File: config.mk
export PLATFORM = sky130hd
export DESIGN_NAME = overwrite_ring_queue_mean
export DESIGN_NICKNAME = d
export VERILOG_FILES = /design/src/rtl/core/orqm_pkg.sv /design/src/rtl/core/orqm_ram.sv /design/src/rtl/core/orqm_ctrl.sv /design/src/rtl/core/orqm_dp.sv /design/src/rtl/core/overwrite_ring_queue_mean.sv
export SDC_FILE = /design/constraint.sdc
export NUM_CORES = 1
export LEC_CHECK = 0
export ABC_AREA = 1
export ABC_CLOCK_PERIOD_IN_PS = 5700
export BUFFER_PORTS_ARGS = -buffer_cell sky130_fd_sc_hd__buf_2
export CORE_MARGIN = 1.5
export CORE_UTILIZATION = 55
export CTS_BUF_LIST = sky130_fd_sc_hd__clkbuf_16
export CTS_CLUSTER_DIAMETER = 40
export DETAILED_ROUTE_END_ITERATION = 8
export HOLD_SLACK_MARGIN = 0.15
export PLACE_DENSITY = 0.76
export REMOVE_ABC_BUFFERS = 1
export SYNTH_ARGS = -nofsm -noshare
export SYNTH_HDL_FRONTEND = slang
export SYNTH_SLANG_ARGS = --single-unit
export TNS_END_PERCENT = 5
File: constraint.sdc
create_clock -name clk -period 5.7 [get_ports clk]
set_input_delay 0.285 -clock clk [delete_from_list [all_inputs] [get_ports clk]]
set_output_delay 0.285 -clock clk [all_outputs]
set_load 0.005 [all_outputs]
File: src/rtl/core/orqm_pkg.sv
// Shared types, widths and helpers for the overwrite ring queue with mean.
`timescale 1ns / 1ps
package orqm_pkg;

  localparam int SLOTS       = 6;
  localparam int ID_W        = 12;
  localparam int H_W         = 9;
  localparam int IDX_W       = $clog2(SLOTS);
  localparam int CNT_W       = $clog2(SLOTS);
  localparam int SUM_W       = H_W + CNT_W;
  localparam int NUM_W       = SUM_W + 1;
  localparam int DEN_W       = CNT_W + 1;
  localparam int DIV_STEPS   = (NUM_W + 1) / 2;
  localparam int NUM_PAD     = 2 * DIV_STEPS;
  localparam int STEP_W      = $clog2(DIV_STEPS);
  localparam int SLOT_W      = ID_W + H_W;
  localparam int IN_TDATA_W  = ((ID_W + H_W + 7) / 8) * 8;
  localparam int OUT_TDATA_W = ((H_W + ID_W + H_W + 7) / 8) * 8;

  localparam logic FUNC_INSERT = 1'b0;
  localparam logic FUNC_REMOVE = 1'b1;

  typedef logic [IDX_W-1:0] idx_t;

  typedef enum logic [1:0] {
    S_IDLE,
    S_EXEC,
    S_DIV,
    S_OUT
  } state_t;

  typedef struct packed {
    logic accept;
    logic exec;
    logic div_step;
    logic load_out;
  } cmd_t;

  typedef struct packed {
    logic op_remove;
    logic out_free;
  } status_t;

  function automatic idx_t ring_next(input idx_t i);
    ring_next = (i == IDX_W'(SLOTS - 1)) ? '0 : i + idx_t'(1);
  endfunction

endpackage

File: src/rtl/core/orqm_ram.sv
// Generic single-write, single-read RAM with registered read data.
`timescale 1ns / 1ps
module orqm_ram #(
  parameter int WIDTH = 8,
  parameter int DEPTH = 4
) (
  input  logic                     clk,
  input  logic                     we,
  input  logic [$clog2(DEPTH)-1:0] waddr,
  input  logic [WIDTH-1:0]         wdata,
  input  logic [$clog2(DEPTH)-1:0] raddr,
  output logic [WIDTH-1:0]         rdata
);

  logic [WIDTH-1:0] mem [DEPTH];

  always_ff @(posedge clk) begin
    if (we) begin
      mem[waddr] <= wdata;
    end
    rdata <= mem[raddr];
  end

endmodule

File: src/rtl/core/orqm_ctrl.sv
// Controller: sequences accept, queue update, mean division and result load.
`timescale 1ns / 1ps
module orqm_ctrl import orqm_pkg::*; (
  input  logic    clk,
  input  logic    rst_n,
  input  logic    in_tvalid,
  output logic    in_tready,
  input  status_t status,
  output cmd_t    cmd
);

  state_t            state_r, state_nxt;
  logic [STEP_W-1:0] step_r, step_nxt;

  always_ff @(posedge clk) begin
    if (!rst_n) begin
      state_r <= S_IDLE;
      step_r  <= '0;
    end else begin
      state_r <= state_nxt;
      step_r  <= step_nxt;
    end
  end

  always_comb begin
    state_nxt = state_r;
    step_nxt  = step_r;
    cmd       = '0;
    in_tready = 1'b0;
    case (state_r)
      S_IDLE: begin
        in_tready  = 1'b1;
        cmd.accept = in_tvalid;
        if (in_tvalid) begin
          state_nxt = S_EXEC;
        end
      end
      S_EXEC: begin
        cmd.exec  = 1'b1;
        step_nxt  = '0;
        state_nxt = status.op_remove ? S_OUT : S_DIV;
      end
      S_DIV: begin
        cmd.div_step = 1'b1;
        step_nxt     = step_r + STEP_W'(1);
        if (step_r == STEP_W'(DIV_STEPS - 1)) begin
          state_nxt = S_OUT;
        end
      end
      S_OUT: begin
        if (status.out_free) begin
          cmd.load_out = 1'b1;
          state_nxt    = S_IDLE;
        end
      end
      default: state_nxt = S_IDLE;
    endcase
  end

endmodule

File: src/rtl/core/orqm_dp.sv
// Datapath: ring pointers, running sum, slot RAM, radix-4 divider, output register.
`timescale 1ns / 1ps
module orqm_dp import orqm_pkg::*; (
  input  logic                   clk,
  input  logic                   rst_n,
  input  cmd_t                   cmd,
  output status_t                status,
  input  logic                   in_func,
  input  logic [ID_W-1:0]        in_id,
  input  logic [H_W-1:0]         in_height,
  output logic                   out_tvalid,
  input  logic                   out_tready,
  output logic [OUT_TDATA_W-1:0] out_tdata,
  output logic                   out_tuser
);

  logic               op_r;
  logic [ID_W-1:0]    id_r;
  logic [H_W-1:0]     h_r;
  idx_t               head_r, head_nxt;
  idx_t               tail_r, tail_nxt;
  logic [CNT_W-1:0]   cnt_r, cnt_nxt;
  logic [SUM_W-1:0]   sum_r, sum_nxt;
  logic [DEN_W-1:0]   den_r;
  logic [DEN_W-1:0]   rem_r, rem_nxt;
  logic [NUM_PAD-1:0] num_r, num_nxt;
  logic [NUM_PAD-1:0] q_r, q_nxt;
  logic [ID_W-1:0]    st_id_r;
  logic [H_W-1:0]     st_h_r;
  logic               st_err_r;
  logic               out_valid_r;
  logic [H_W-1:0]     out_mean_r;
  logic [ID_W-1:0]    out_id_r;
  logic [H_W-1:0]     out_h_r;
  logic               out_err_r;

  logic [SLOT_W-1:0]  rdata;
  logic [ID_W-1:0]    rd_id;
  logic [H_W-1:0]     rd_h;
  logic               empty, full, drop, pop, ram_we;
  logic [SUM_W-1:0]   sum_ins;
  logic [CNT_W-1:0]   cnt_ins;
  logic [NUM_W-1:0]   num_load;

  orqm_ram #(.WIDTH(SLOT_W), .DEPTH(SLOTS)) u_ram (
    .clk   (clk),
    .we    (ram_we),
    .waddr (tail_r),
    .wdata ({id_r, h_r}),
    .raddr (head_r),
    .rdata (rdata)
  );

  assign rd_h  = rdata[H_W-1:0];
  assign rd_id = rdata[SLOT_W-1:H_W];
  assign empty = (cnt_r == '0);
  assign full  = (cnt_r == CNT_W'(SLOTS - 1));
  assign drop  = (op_r == FUNC_INSERT) && full;
  assign pop   = (op_r == FUNC_REMOVE) && !empty;
  assign ram_we = cmd.exec && (op_r == FUNC_INSERT);

  assign sum_ins  = sum_r - (drop ? SUM_W'(rd_h) : '0) + SUM_W'(h_r);
  assign cnt_ins  = full ? cnt_r : cnt_r + CNT_W'(1);
  assign num_load = {sum_ins, 1'b0} + NUM_W'(cnt_ins);

  assign status.op_remove = (op_r == FUNC_REMOVE);
  assign status.out_free  = !out_valid_r || out_tready;

  always_comb begin
    head_nxt = head_r;
    tail_nxt = tail_r;
    cnt_nxt  = cnt_r;
    sum_nxt  = sum_r;
    if (cmd.exec) begin
      if (op_r == FUNC_INSERT) begin
        tail_nxt = ring_next(tail_r);
        cnt_nxt  = cnt_ins;
        sum_nxt  = sum_ins;
        if (drop) begin
          head_nxt = ring_next(head_r);
        end
      end else if (pop) begin
        head_nxt = ring_next(head_r);
        cnt_nxt  = cnt_r - CNT_W'(1);
        sum_nxt  = sum_r - SUM_W'(rd_h);
      end
    end
  end

  // two restoring quotient bits per step
  always_comb begin
    logic [DEN_W:0]     t;
    logic [DEN_W-1:0]   r;
    logic [NUM_PAD-1:0] n;
    logic [NUM_PAD-1:0] q;
    r = rem_r;
    n = num_r;
    q = q_r;
    for (int k = 0; k < 2; k++) begin
      t = {r, n[NUM_PAD-1]};
      n = {n[NUM_PAD-2:0], 1'b0};
      if (t >= {1'b0, den_r}) begin
        r = DEN_W'(t - {1'b0, den_r});
        q = {q[NUM_PAD-2:0], 1'b1};
      end else begin
        r = t[DEN_W-1:0];
        q = {q[NUM_PAD-2:0], 1'b0};
      end
    end
    rem_nxt = r;
    num_nxt = n;
    q_nxt   = q;
  end

  always_ff @(posedge clk) begin
    if (!rst_n) begin
      head_r      <= '0;
      tail_r      <= '0;
      cnt_r       <= '0;
      sum_r       <= '0;
      out_valid_r <= 1'b0;
    end else begin
      head_r <= head_nxt;
      tail_r <= tail_nxt;
      cnt_r  <= cnt_nxt;
      sum_r  <= sum_nxt;
      if (cmd.load_out) begin
        out_valid_r <= 1'b1;
      end else if (out_tready) begin
        out_valid_r <= 1'b0;
      end
    end
  end

  always_ff @(posedge clk) begin
    if (cmd.accept) begin
      op_r <= in_func;
      id_r <= in_id;
      h_r  <= in_height;
    end
    if (cmd.exec) begin
      den_r    <= {cnt_ins, 1'b0};
      rem_r    <= '0;
      num_r    <= NUM_PAD'(num_load);
      q_r      <= '0;
      st_id_r  <= pop ? rd_id : '0;
      st_h_r   <= pop ? rd_h : '0;
      st_err_r <= (op_r == FUNC_REMOVE) && empty;
    end else if (cmd.div_step) begin
      rem_r <= rem_nxt;
      num_r <= num_nxt;
      q_r   <= q_nxt;
    end
    if (cmd.load_out) begin
      out_mean_r <= (op_r == FUNC_INSERT) ? q_r[H_W-1:0] : '0;
      out_id_r   <= st_id_r;
      out_h_r    <= st_h_r;
      out_err_r  <= st_err_r;
    end
  end

  assign out_tvalid = out_valid_r;
  assign out_tuser  = out_err_r;
  assign out_tdata  = OUT_TDATA_W'({out_h_r, out_id_r, out_mean_r});

endmodule

File: src/rtl/core/overwrite_ring_queue_mean.sv
// Flow: an insert passes accept, queue update, the radix-4 mean divider (7 steps) and
// result load; a remove skips the divider. One item is taken at a time: in_tready
// is high only in idle, and a held result stalls the next result load.
// Reset: rst_n synchronous, active low; queue empty, sum zero, output idle.
// Slot RAM contents are not cleared; only queued slots are ever read.
`timescale 1ns / 1ps
module overwrite_ring_queue_mean import orqm_pkg::*; (
  input  logic                   clk,
  input  logic                   rst_n,
  input  logic                   in_tvalid,
  output logic                   in_tready,
  input  logic [IN_TDATA_W-1:0]  in_tdata,   // entry_id[11:0], height[20:12]
  input  logic [0:0]             in_tuser,   // func[0]
  output logic                   out_tvalid,
  input  logic                   out_tready,
  output logic [OUT_TDATA_W-1:0] out_tdata,  // mean_height[8:0], removed_id[20:9],
                                             // removed_height[29:21]
  output logic [0:0]             out_tuser   // remove_error[0]
);

  cmd_t    cmd;
  status_t status;

  orqm_ctrl u_ctrl (
    .clk       (clk),
    .rst_n     (rst_n),
    .in_tvalid (in_tvalid),
    .in_tready (in_tready),
    .status    (status),
    .cmd       (cmd)
  );

  orqm_dp u_dp (
    .clk        (clk),
    .rst_n      (rst_n),
    .cmd        (cmd),
    .status     (status),
    .in_func    (in_tuser[0]),
    .in_id      (in_tdata[ID_W-1:0]),
    .in_height  (in_tdata[ID_W+H_W-1:ID_W]),
    .out_tvalid (out_tvalid),
    .out_tready (out_tready),
    .out_tdata  (out_tdata),
    .out_tuser  (out_tuser[0])
  );

endmodule
==> results of run 1 <==
==> synth_stat cells (6+ instances only) <==
cell type  number  area (um2)
dfxtp_1        62        1241
fa_1           13       260.3
nand2_1       176       660.6
a21oi_1        45       225.2
nand4_1         8       50.05
edfxtp_1      217        6516
o21ai_1        14       70.07
nor3_1          6       30.03
o21ai_0        71       355.3
ha_1           40       500.5
nand3_1        60       300.3
o211ai_1        8       60.06
inv_2           9       33.78
inv_1         151       566.8
buf_2           8       40.04
nand3_2         6       60.06
nand2_2        16       100.1
o311ai_0       21       183.9
nor2_1        141       529.3
clkbuf_1       28       105.1
==> timing repair <==
| item | CTS | global route |
|---|---|---|
| hold endpoints to repair | 26 | 0 |
| endpoints found under the setup margin | 0 | 0 |
| hold buffers | 24 | 0 |
| buffers inserted | 0 | 0 |
==> placed cells by master (no fill, tap or decap), types with 6 or more instances in the layout <==
master         synthesis  routed
inv_1                151     161
nand2_1              176     176
o211ai_1               8       8
a21oi_1               45      45
o21ai_1               14      13
dlygate4sd3_1          0      24
inv_2                  9       9
o311ai_0              21      21
nand4_1                8       8
buf_2                  8      58
nand3_2                6       6
nand2_2               16      16
clkbuf_16              0      37
buf_4                  2      15
clkinv_1               2       6
edfxtp_1             217     217
ha_1                  40      39
nand3_1               60      60
nor2_1               141     139
fa_1                  13      13
o21ai_0               71      71
dfxtp_1               62      62
clkinv_2               0       6
==> area by class of cell <==
type	instances	area, um2
tap	280	350.3
multi-input combinational	669	3801
sequential	279	7757
clock buffer	37	925.9
timing repair buffer	97	643.1
inverter	162	608.1
fill	1625	7537
clock inverter	29	267.8
==> worst max-delay path, delay by kind of cell (launching register included) <==
family                   cells  cell delay [ns]
flip-flops                   1             0.42
AND/OR/NAND/NOR             11             1.40
buffers and inverters        3             0.47
adder cells (fa/ha/maj)      5             1.52
==> sequential cells by signal, summed over array words and instances (netlist names), 3 cells and up <==
register	count
u_ctrl.step_r	3
u_dp.cnt_r	3
u_dp.den_r	3
u_dp.h_r	9
u_dp.head_r	3
u_dp.id_r	12
u_dp.num_r	14
u_dp.out_h_r	9
u_dp.out_id_r	12
u_dp.out_mean_r	9
u_dp.q_r	9
u_dp.rem_r	4
u_dp.st_h_r	9
u_dp.st_id_r	12
u_dp.sum_r	12
u_dp.tail_r	3
u_dp.u_ram.mem	126
u_dp.u_ram.rdata	21
==> where the power goes <==
part	total, uW	switching, uW	internal, uW	leakage [uW]
logic	2630	1760	870	0.00273
clock network	2210	839	1370	0.000625
registers	2910	201	2710	0.00250
total	7750	2800	4950	0.00586
==> metal layers <==
layer	track usage, %	vias up	share of wire (%)
met5	0	-	0
met4	7.418	0	2.3
met3	3.868	57	7.2
met2	37.73	315	48
met1	29.42	4000	42
li1	-	4082	-
==> worst min path at each step <==
| stage | from | endpoint | slack [ns] |
|---|---|---|---|
| 2_1_floorplan | in_tdata[12] | u_dp.h_r[0]$_DFFE_PP_ | 0.38 |
| 3_5_place_dp | u_dp.st_id_r[2]$_SDFFCE_PN0P_ | u_dp.out_id_r[2]$_DFFE_PP_ | 0.40 |
| 4_1_cts | in_tvalid | u_ctrl.state_r[1]$_SDFFE_PN0P_ | 0.22 |
| 5_1_grt | in_tvalid | u_ctrl.state_r[1]$_SDFFE_PN0P_ | 0.28 |
| 3_3_place_gp | u_dp.st_h_r[5]$_SDFFCE_PN0P_ | u_dp.out_h_r[5]$_DFFE_PP_ | 0.40 |
| 6_report | in_tvalid | u_ctrl.state_r[1]$_SDFFE_PN0P_ | 0.24 |
==> metrics by stage <==
stage	hold WS (ns)	cell area, um2	power [uW]
after floorplan	0.3839	12120	4860
after global placement	0.4019	12920	5443
after detailed placement	0.4045	12920	5536
after CTS	0.2186	14350	7784
after global routing	0.2772	14350	8275
final	0.2436	14350	7752
==> logic make-up (layout without fill, tap and decap cells) <==
family | Yosys count | in the layout | synth area share (%)
adders and majority gates | 53 | 53 | 6.191
and+or+nand+nor | 428 | 428 | 15.16
other | 1 | 2 | 0.03052
xor gates and xnor gates | 9 | 9 | 0.7027
buffers and inverters | 202 | 325 | 6.314
DFF | 279 | 279 | 63.14
AOI/OAI and AO/OA | 177 | 177 | 8.463
==> flow_summary.ini, run 1 <==
[sta]
fin_ws_ns = 1.646
worstMarginPinSlew_ns = 1.147
fmax_ghz = 0.2467
fin_skew_ns = 0.04161
maxSlewHeadroom_pct = 23.46
setup_viol = 0
rsz0062_at_grt = no
timing.final.crit_share_pct = 71.12
finalHoldViolCount = 0
setup_tns_ns = 0
drv_slew = 0
fin_crit_ns = 4.054

[yosys]
synth_cell_type_count = 44
seq_area_frac_synth_pct = 63.14
async_flop_share_pct = 0
syn_area_mm2 = 0.01229
yosys_most_used_dff = edfxtp_1
ys_seq_elements = 279
syn_area_per_cell_um2 = 10.69
synthCells = 1149
ys_warn_count = 0
synth_edf_count = 217

[cells_and_area]
final_util_pct = 65.57
finalNonFillerCells = 1553
diodes = 0
syn2layout_area_growth_pct = 16.82
nets = 1327
drive_gt1_share_pct = 13.90

[setup_path]
end_kind = flip-flop
required_ns = 5.96
rr_startpoint = u_dp.cnt_r[0]$_SDFFE_PN0P_
cp_max_fo = 10
arrival_ns = 4.32
start_kind = flip-flop
cp_cell_sequence = ha_1 -> nand2_1 -> nor2_1 -> clkinv_1 -> nor2_1 -> ha_1 -> inv_1 -> ha_1 -> fa_1 -> inv_1 -> fa_1 -> nor2_1 -> nand4_2 -> nor2_4 -> nand4_1 -> nand2_1 -> nand2_1 -> nand2_1 -> nand2_1
crit_slowest_cell = fa_1
rrSetupSlack_ns = 1.65
rr_endpoint = u_dp.num_r[11]$_DFFE_PP_
startpoint = u_dp.cnt_r[0]$_SDFFE_PN0P_
path_class = flip-flop to flip-flop
cpPeakStageDelay_ns = 0.57
crit_path_end = u_dp.num_r[11]$_DFFE_PP_
cpMostUsedCell = nand2_1
rr_worst_depth = 19

[drt]
wirelength_mm = 25.68
ant_nets = 0
viasPerCell = 5.444
dr.first_iter.drc_count = 717
wl_per_cell_um = 16.54
drc = 0
drt_pass1_iterations = 5
vias = 8454

[placed_design]
gp_congestion = 0.9058
dpl.cell_count = 1463
dp_hpwl_mm = 15.53
numPortBuffers = 58
pre_cts_ws_ns = 1.709

[clock_tree]
cts_tree = built
cts_max_level = 2
root_buffer = clkbuf_16
clk_latency_ns = 0.53
cts_made_buffers = 36
post_cts_resized = 0
cts_buffer_depth = 3
cts_num_sinks = 279
clk_pin_slew_ns = 0.05

[status]
status = finished clean

[min_path]
hold_path_depth = 4
hp-class = primary input to flip-flop

[flow_run]
drv_cap = 0

[die]
core_area_mm2 = 0.02189
die_h_um = 152.5
pin_count = 64
start_util_pct = 56.13
dieArea_mm2 = 0.02325
die_x_um = 152.5
fp-row-count = 54

[global_routing]
overflow = 0
grt_pass1_vias = 8291
grt_max_degree = 64
grt_pass1_wl_mm = 41.19
antenna_found_initial = 0
grt_use_total_pct = 22.32

[power_and_ir_drop]
power_per_cell_area_mw_per_mm2 = 540.1
irDropWorstVdd_mv = 0.2703
cellLeakagePower_uw = 0.005861
Note: power is estimated with default switching activity, not from simulation.
==> run 2: changes to the inputs <==
ABC_CLOCK_PERIOD_IN_PS = 4000   (was 5700)
clock period = 4 ns   (was 5.7 ns; I/O delays follow)
==> run 2 against run 1 <==
  * Combinational power is 44% higher
  * Sequential cell count is the same
  * Non-clock buffer count rose by 5
  * Final cell count barely moved
  * Largest power group unchanged
==> flow_summary.ini, run 2 (same netlist as run 1, synthesis figures left out) <==
[sta]
fin_ws_ns = 0.3172
rsz0062_at_grt = no
finalHoldViolCount = 0
timing.final.crit_share_pct = 92.07
fin_crit_ns = 3.683
worstMarginPinSlew_ns = 1.087
drv_slew = 0
maxSlewHeadroom_pct = 27.42
holdWs_ns = 0.3855
fin_skew_ns = 0.02531
fmax_ghz = 0.2715
setup_viol = 0
setup_tns_ns = 0

[cells_and_area]
reg_top3 = u_dp.u_ram.mem (126), u_dp.u_ram.rdata (21), u_dp.num_r (14)
layout_common_cells = edfxtp_1, nand2_1, inv_1, nor2_1, o21ai_0
drive_gt1_share_pct = 14.13
syn2layout_area_growth_pct = 16.78
finalNonFillerCells = 1554
fill_cells = 1660
diodes = 0
nets = 1330
multiInputGateArea_mm2 = 0.003801
regMostFlops = u_dp.u_ram.mem
largest_register_ffs = 126
regArea_mm2 = 0.007757
final_common_cell = edfxtp_1

[drt]
drc = 0
wl_per_cell_um = 17.14
drt_pass1_iterations = 6
dr.first_iter.drc_count = 805
wirelength_mm = 26.63
viasPerCell = 5.535
vias = 8602
ant_nets = 0

[power_and_ir_drop]
power_frac_comb_pct = 34.5
finalPower_uw = 10980
power_per_cell_area_mw_per_mm2 = 764.9
pwr-share-clk_pct = 27.7
swShare_pct = 36.89
irDropWorstVdd_mv = 0.4318
p_int_uw = 6927
cellLeakagePower_uw = 0.005820
p_sw_uw = 4049
p_seq_share_pct = 37.8

[global_routing]
grt_pass1_vias = 8482
grt_max_degree = 47
grt_pass1_wl_mm = 42.56
antenna_found_initial = 0
grt_use_total_pct = 22.93
overflow = 0

[die]
die_h_um = 152.5
fp-row-count = 54
die_x_um = 152.5
start_util_pct = 56.13
pin_count = 64
dieArea_mm2 = 0.02325
core_area_mm2 = 0.02189

[setup_path]
path_class = flip-flop to flip-flop
crit_path_end = u_dp.num_r[12]$_DFFE_PP_
arrival_ns = 3.94
startpoint = u_dp.cnt_r[0]$_SDFFE_PN0P_
cp_max_fo = 5
rr_worst_depth = 19
required_ns = 4.25
rr_startpoint = u_dp.cnt_r[0]$_SDFFE_PN0P_
rr_endpoint = u_dp.num_r[12]$_DFFE_PP_
rrSetupSlack_ns = 0.32
end_kind = flip-flop
start_kind = flip-flop

[clock_tree]
cts_hold_buf = 25
cts_buffer_depth = 3
cts_made_buffers = 34
cts_tree = built
clk_pin_slew_ns = 0.06
cts_num_sinks = 279
root_buffer = clkbuf_16
post_cts_resized = 0
cts_max_level = 2
clk_latency_ns = 0.52
cts_setup_buffers = 0

[placed_design]
gp_congestion = 0.9114
dp_hpwl_mm = 16.28
pre_cts_ws_ns = 0.3978
numPortBuffers = 58
dpl.cell_count = 1467

[min_path]
worstHoldStart = in_tdata[9]
hp-class = primary input to flip-flop

[status]
status = finished clean

[flow_run]
drv_cap = 0
[run 2: per-stage QoR]
step	cell area, um2	utilization [%]
floorplan	12120	-
global placement	12950	59.16
detailed placement	12950	59.16
CTS	14350	65.55
global route	14350	65.55
finish	14350	65.55
[run 2: worst min-delay path by stage]
stage	to	slack (ns)	cells after the start
after floorplan	u_dp.h_r[0]$_DFFE_PP_	0.30	0
after global placement	u_dp.h_r[6]$_DFFE_PP_	0.38	1
after global routing	u_dp.h_r[5]$_DFFE_PP_	0.38	2
after detailed placement	u_dp.h_r[7]$_DFFE_PP_	0.38	1
after CTS	u_dp.id_r[9]$_DFFE_PP_	0.38	2
final	u_dp.id_r[9]$_DFFE_PP_	0.39	2
[run 2: power groups by stage]
stage / clock [uW] / sequential (uW) / combinational, uW
6_report: 3040 / 4150 / 3790
5_1_grt: 3210 / 4210 / 4280
4_1_cts: 3080 / 4150 / 3780
3_5_place_dp: 0 / 4190 / 3720
3_3_place_gp: 0 / 4170 / 3610
2_1_floorplan: 0 / 4130 / 2800
[run 2: worst max-delay path: stages, from the launching register on]
cell	delay (ns)
dfxtp_1	0.43
ha_1	0.18
nand2_1	0.08
nor2_1	0.15
clkinv_1	0.14
nor2_1	0.12
ha_1	0.23
inv_1	0.05
ha_1	0.24
fa_1	0.51
ha_1	0.31
a21oi_1	0.10
nor2_4	0.14
nand3_2	0.11
nor2_4	0.12
nand3_2	0.11
nor2_4	0.16
nand4_1	0.09
nand3_1	0.10
nand2_1	0.05
[run 2: routing by layer]
metal  routed length (um)  vias to the layer above  track usage [%]
met5                    0                        -                0
met3                 2094                       58            3.441
met1                11200                     4103            30.77
li1                     -                     4091                -
met2                12680                      350            38.33
met4                  656                        0            8.059
[run 2: layout make-up]
type                    instances  area share, %
multi-input cells             669          26.49
clock buffers                  35          6.104
inverters                     162          4.238
flip-flops and latches        279          54.06
clock inverters                27          1.901
repair buffers                102          4.761
well taps                     280          2.442
==> run 3: changes to the inputs <==
==> constraint.sdc (replaced) <==
create_clock -name clk -period 4 [get_ports clk]
set_input_delay 0.6 -clock clk [delete_from_list [all_inputs] [get_ports clk]]
set_output_delay 0.6 -clock clk [all_outputs]
set_load 0.005 [all_outputs]
==> run 3 against run 2 <==
  * Clock skew grew 0.0068 ns
  * Die area is the same
  * Highest routed layer unchanged
  * Non-clock buffer count shrank 24
  * Sequential power is essentially flat
  * Setup slack gained 0.013 ns
  * Design area shrank 1.1%
  * Largest power group unchanged
  * Final cell count shrank 1.4%
  * Total power grew 1.3%
==> flow_summary.ini, run 3 (same netlist as run 1, synthesis figures left out) <==
[cells_and_area]
syn2layout_area_growth_pct = 15.48
regArea_mm2 = 0.007759
final_common_cell = edfxtp_1
drive_gt1_share_pct = 14.76
reg_top3 = u_dp.u_ram.mem (126), u_dp.u_ram.rdata (21), u_dp.num_r (14)
multiInputGateArea_mm2 = 0.003801
regMostFlops = u_dp.u_ram.mem
largest_register_ffs = 126
final_util_pct = 64.81
design_area_mm2 = 0.01419
layout_common_cells = edfxtp_1, nand2_1, inv_1, nor2_1, o21ai_0
nets = 1308
diodes = 0
fill_cells = 1648

[placed_design]
dp_hpwl_mm = 15.72
pre_cts_ws_ns = 0.3738
gp_congestion = 0.9028
numPortBuffers = 58
placed_area_mm2 = 0.01296

[sta]
fin_ws_ns = 0.3301
fin_crit_ns = 3.670
maxSlewHeadroom_pct = 27.84
timing.final.crit_share_pct = 91.75
finalHoldViolCount = 0
fin_skew_ns = 0.03209
drv_slew = 0
fmax_ghz = 0.2725
setup_tns_ns = 0
setup_viol = 0
worstMarginPinSlew_ns = 1.081
rsz0062_at_grt = no

[drt]
drc = 0
wl_per_cell_um = 16.35
wl_met2_mm = 11.87
viasPerCell = 5.369
dr.first_iter.drc_count = 677
wl_met3_mm = 1.795
drt-met1-wl_mm = 10.93
top_layer = met4
vias = 8230
drt_pass1_iterations = 6
wirelength_mm = 25.07
ant_nets = 0

[setup_path]
cpLargestDelayFamily = adder cells
crit_slowest_cell = fa_1
cp_max_fo = 5
start_kind = flip-flop
arrival_ns = 3.92
path_class = flip-flop to flip-flop
rr_worst_depth = 20
cpMostUsedCell = ha_1
cpPeakStageDelay_ns = 0.51
cp_cell_sequence = inv_1 -> ha_1 -> nand2_1 -> nor2_1 -> clkinv_1 -> nor2_1 -> ha_1 -> inv_1 -> ha_1 -> fa_1 -> ha_1 -> a21oi_1 -> nor2_4 -> nand3_2 -> nor2_4 -> nand3_2 -> nor2_4 -> nand4_1 -> nand3_1 -> nand2_1
cp_num_buf_inv = 3
rr_endpoint = u_dp.num_r[12]$_DFFE_PP_
end_kind = flip-flop
cp.depth = 20
rrSetupSlack_ns = 0.33
required_ns = 4.25
rr_startpoint = u_dp.cnt_r[1]$_SDFFE_PN0P_

[die]
dieArea_mm2 = 0.02325
die_h_um = 152.5
start_util_pct = 56.13
pin_count = 64
fp-row-count = 54
die_x_um = 152.5
core_area_mm2 = 0.02189

[clock_tree]
cts_tree = built
cts_num_sinks = 279
root_buffer = clkbuf_16
cts_max_level = 2
cts_made_buffers = 36
cts_hold_buf = 0
clk_latency_ns = 0.53
cts_buffer_depth = 3
clk_pin_slew_ns = 0.06

[min_path]
worstHoldStart = in_tdata[15]
holdPathEnd = u_dp.h_r[3]$_DFFE_PP_
hp-class = primary input to flip-flop
hold_path_depth = 1

[power_and_ir_drop]
p_seq_share_pct = 37.3
power_per_cell_area_mw_per_mm2 = 783.5
p_int_uw = 7117
p_sw_uw = 4000
power_frac_comb_pct = 33.8
pwr-share-clk_pct = 28.9
irDropWorstVdd_mv = 0.4156
cellLeakagePower_uw = 0.005781
finalPower_uw = 11120
swShare_pct = 35.98

[global_routing]
grt_pass1_vias = 8126
overflow = 0
antenna_found_initial = 0
grt_use_total_pct = 22.15
grt_pass1_wl_mm = 41.12
grt_max_degree = 50

[flow_run]
drv_cap = 0

[status]
status = finished clean
-- run 3: power groups by stage --
| stage | Combinational, uW | Clock (uW) | Sequential, uW |
|---|---|---|---|
| 3_3_place_gp | 3620 | 0 | 4170 |
| 6_report | 3760 | 3210 | 4140 |
| 3_5_place_dp | 3730 | 0 | 4190 |
| 2_1_floorplan | 2800 | 0 | 4130 |
| 5_1_grt | 4280 | 3400 | 4200 |
| 4_1_cts | 3770 | 3260 | 4140 |
-- run 3: what timing repair did --
action	in CTS	in global routing
setup buffers	0	0
gates resized for setup	0	1
endpoints found under the setup margin	0	1
-- run 3: metal layers --
layer  up-vias  GRT usage (%)
met5         -              0
met4         0          6.136
met3        45          3.840
met2       289          36.48
met1      3857          30.56
li1       4039              -
-- run 3: cell type report --
| cell class | instances | share of cell area, % |
|---|---|---|
| sequential | 279 | 54.68 |
| multi-input combinational | 669 | 26.79 |
| clock buffer | 37 | 6.526 |
| inverter | 162 | 4.286 |
| timing repair buffer | 78 | 3.104 |
| tap | 280 | 2.469 |
| clock inverter | 28 | 2.143 |
-- run 3: through the flow --
stage / hold slack (ns) / cells
CTS: 0.2292 / 1533
global placement: 0.4019 / 1468
global route: 0.2239 / 1533
detailed placement: 0.4056 / 1468
floorplan: 0.4003 / 1110
finish: 0.2428 / 1533
-- run 3: how the worst max path moves through the flow --
stage          slack [ns]                             end                      startpoint
6_report             0.33        u_dp.num_r[12]$_DFFE_PP_      u_dp.cnt_r[1]$_SDFFE_PN0P_
5_1_grt              0.01        u_dp.num_r[11]$_DFFE_PP_      u_dp.cnt_r[1]$_SDFFE_PN0P_
4_1_cts              0.30        u_dp.num_r[12]$_DFFE_PP_      u_dp.cnt_r[0]$_SDFFE_PN0P_
3_5_place_dp         0.37        u_dp.num_r[12]$_DFFE_PP_      u_dp.cnt_r[1]$_SDFFE_PN0P_
3_3_place_gp         0.46        u_dp.num_r[11]$_DFFE_PP_      u_dp.cnt_r[1]$_SDFFE_PN0P_
2_1_floorplan       -0.72  u_dp.u_ram.mem[0][0]$_DFFE_PP_  u_ctrl.state_r[1]$_SDFFE_PN0P_
-- run 3: worst register-to-register path: stages, from the launching register on --
cell and delay [ns]:
dfxtp_1 0.31, inv_1 0.13, ha_1 0.18, nand2_1 0.07
nor2_1 0.13, clkinv_1 0.15, nor2_1 0.12, ha_1 0.23
inv_1 0.06, ha_1 0.26, fa_1 0.51, ha_1 0.30
a21oi_1 0.09, nor2_4 0.12, nand3_2 0.11, nor2_4 0.12
nand3_2 0.10, nor2_4 0.15, nand4_1 0.10, nand3_1 0.11
nand2_1 0.07
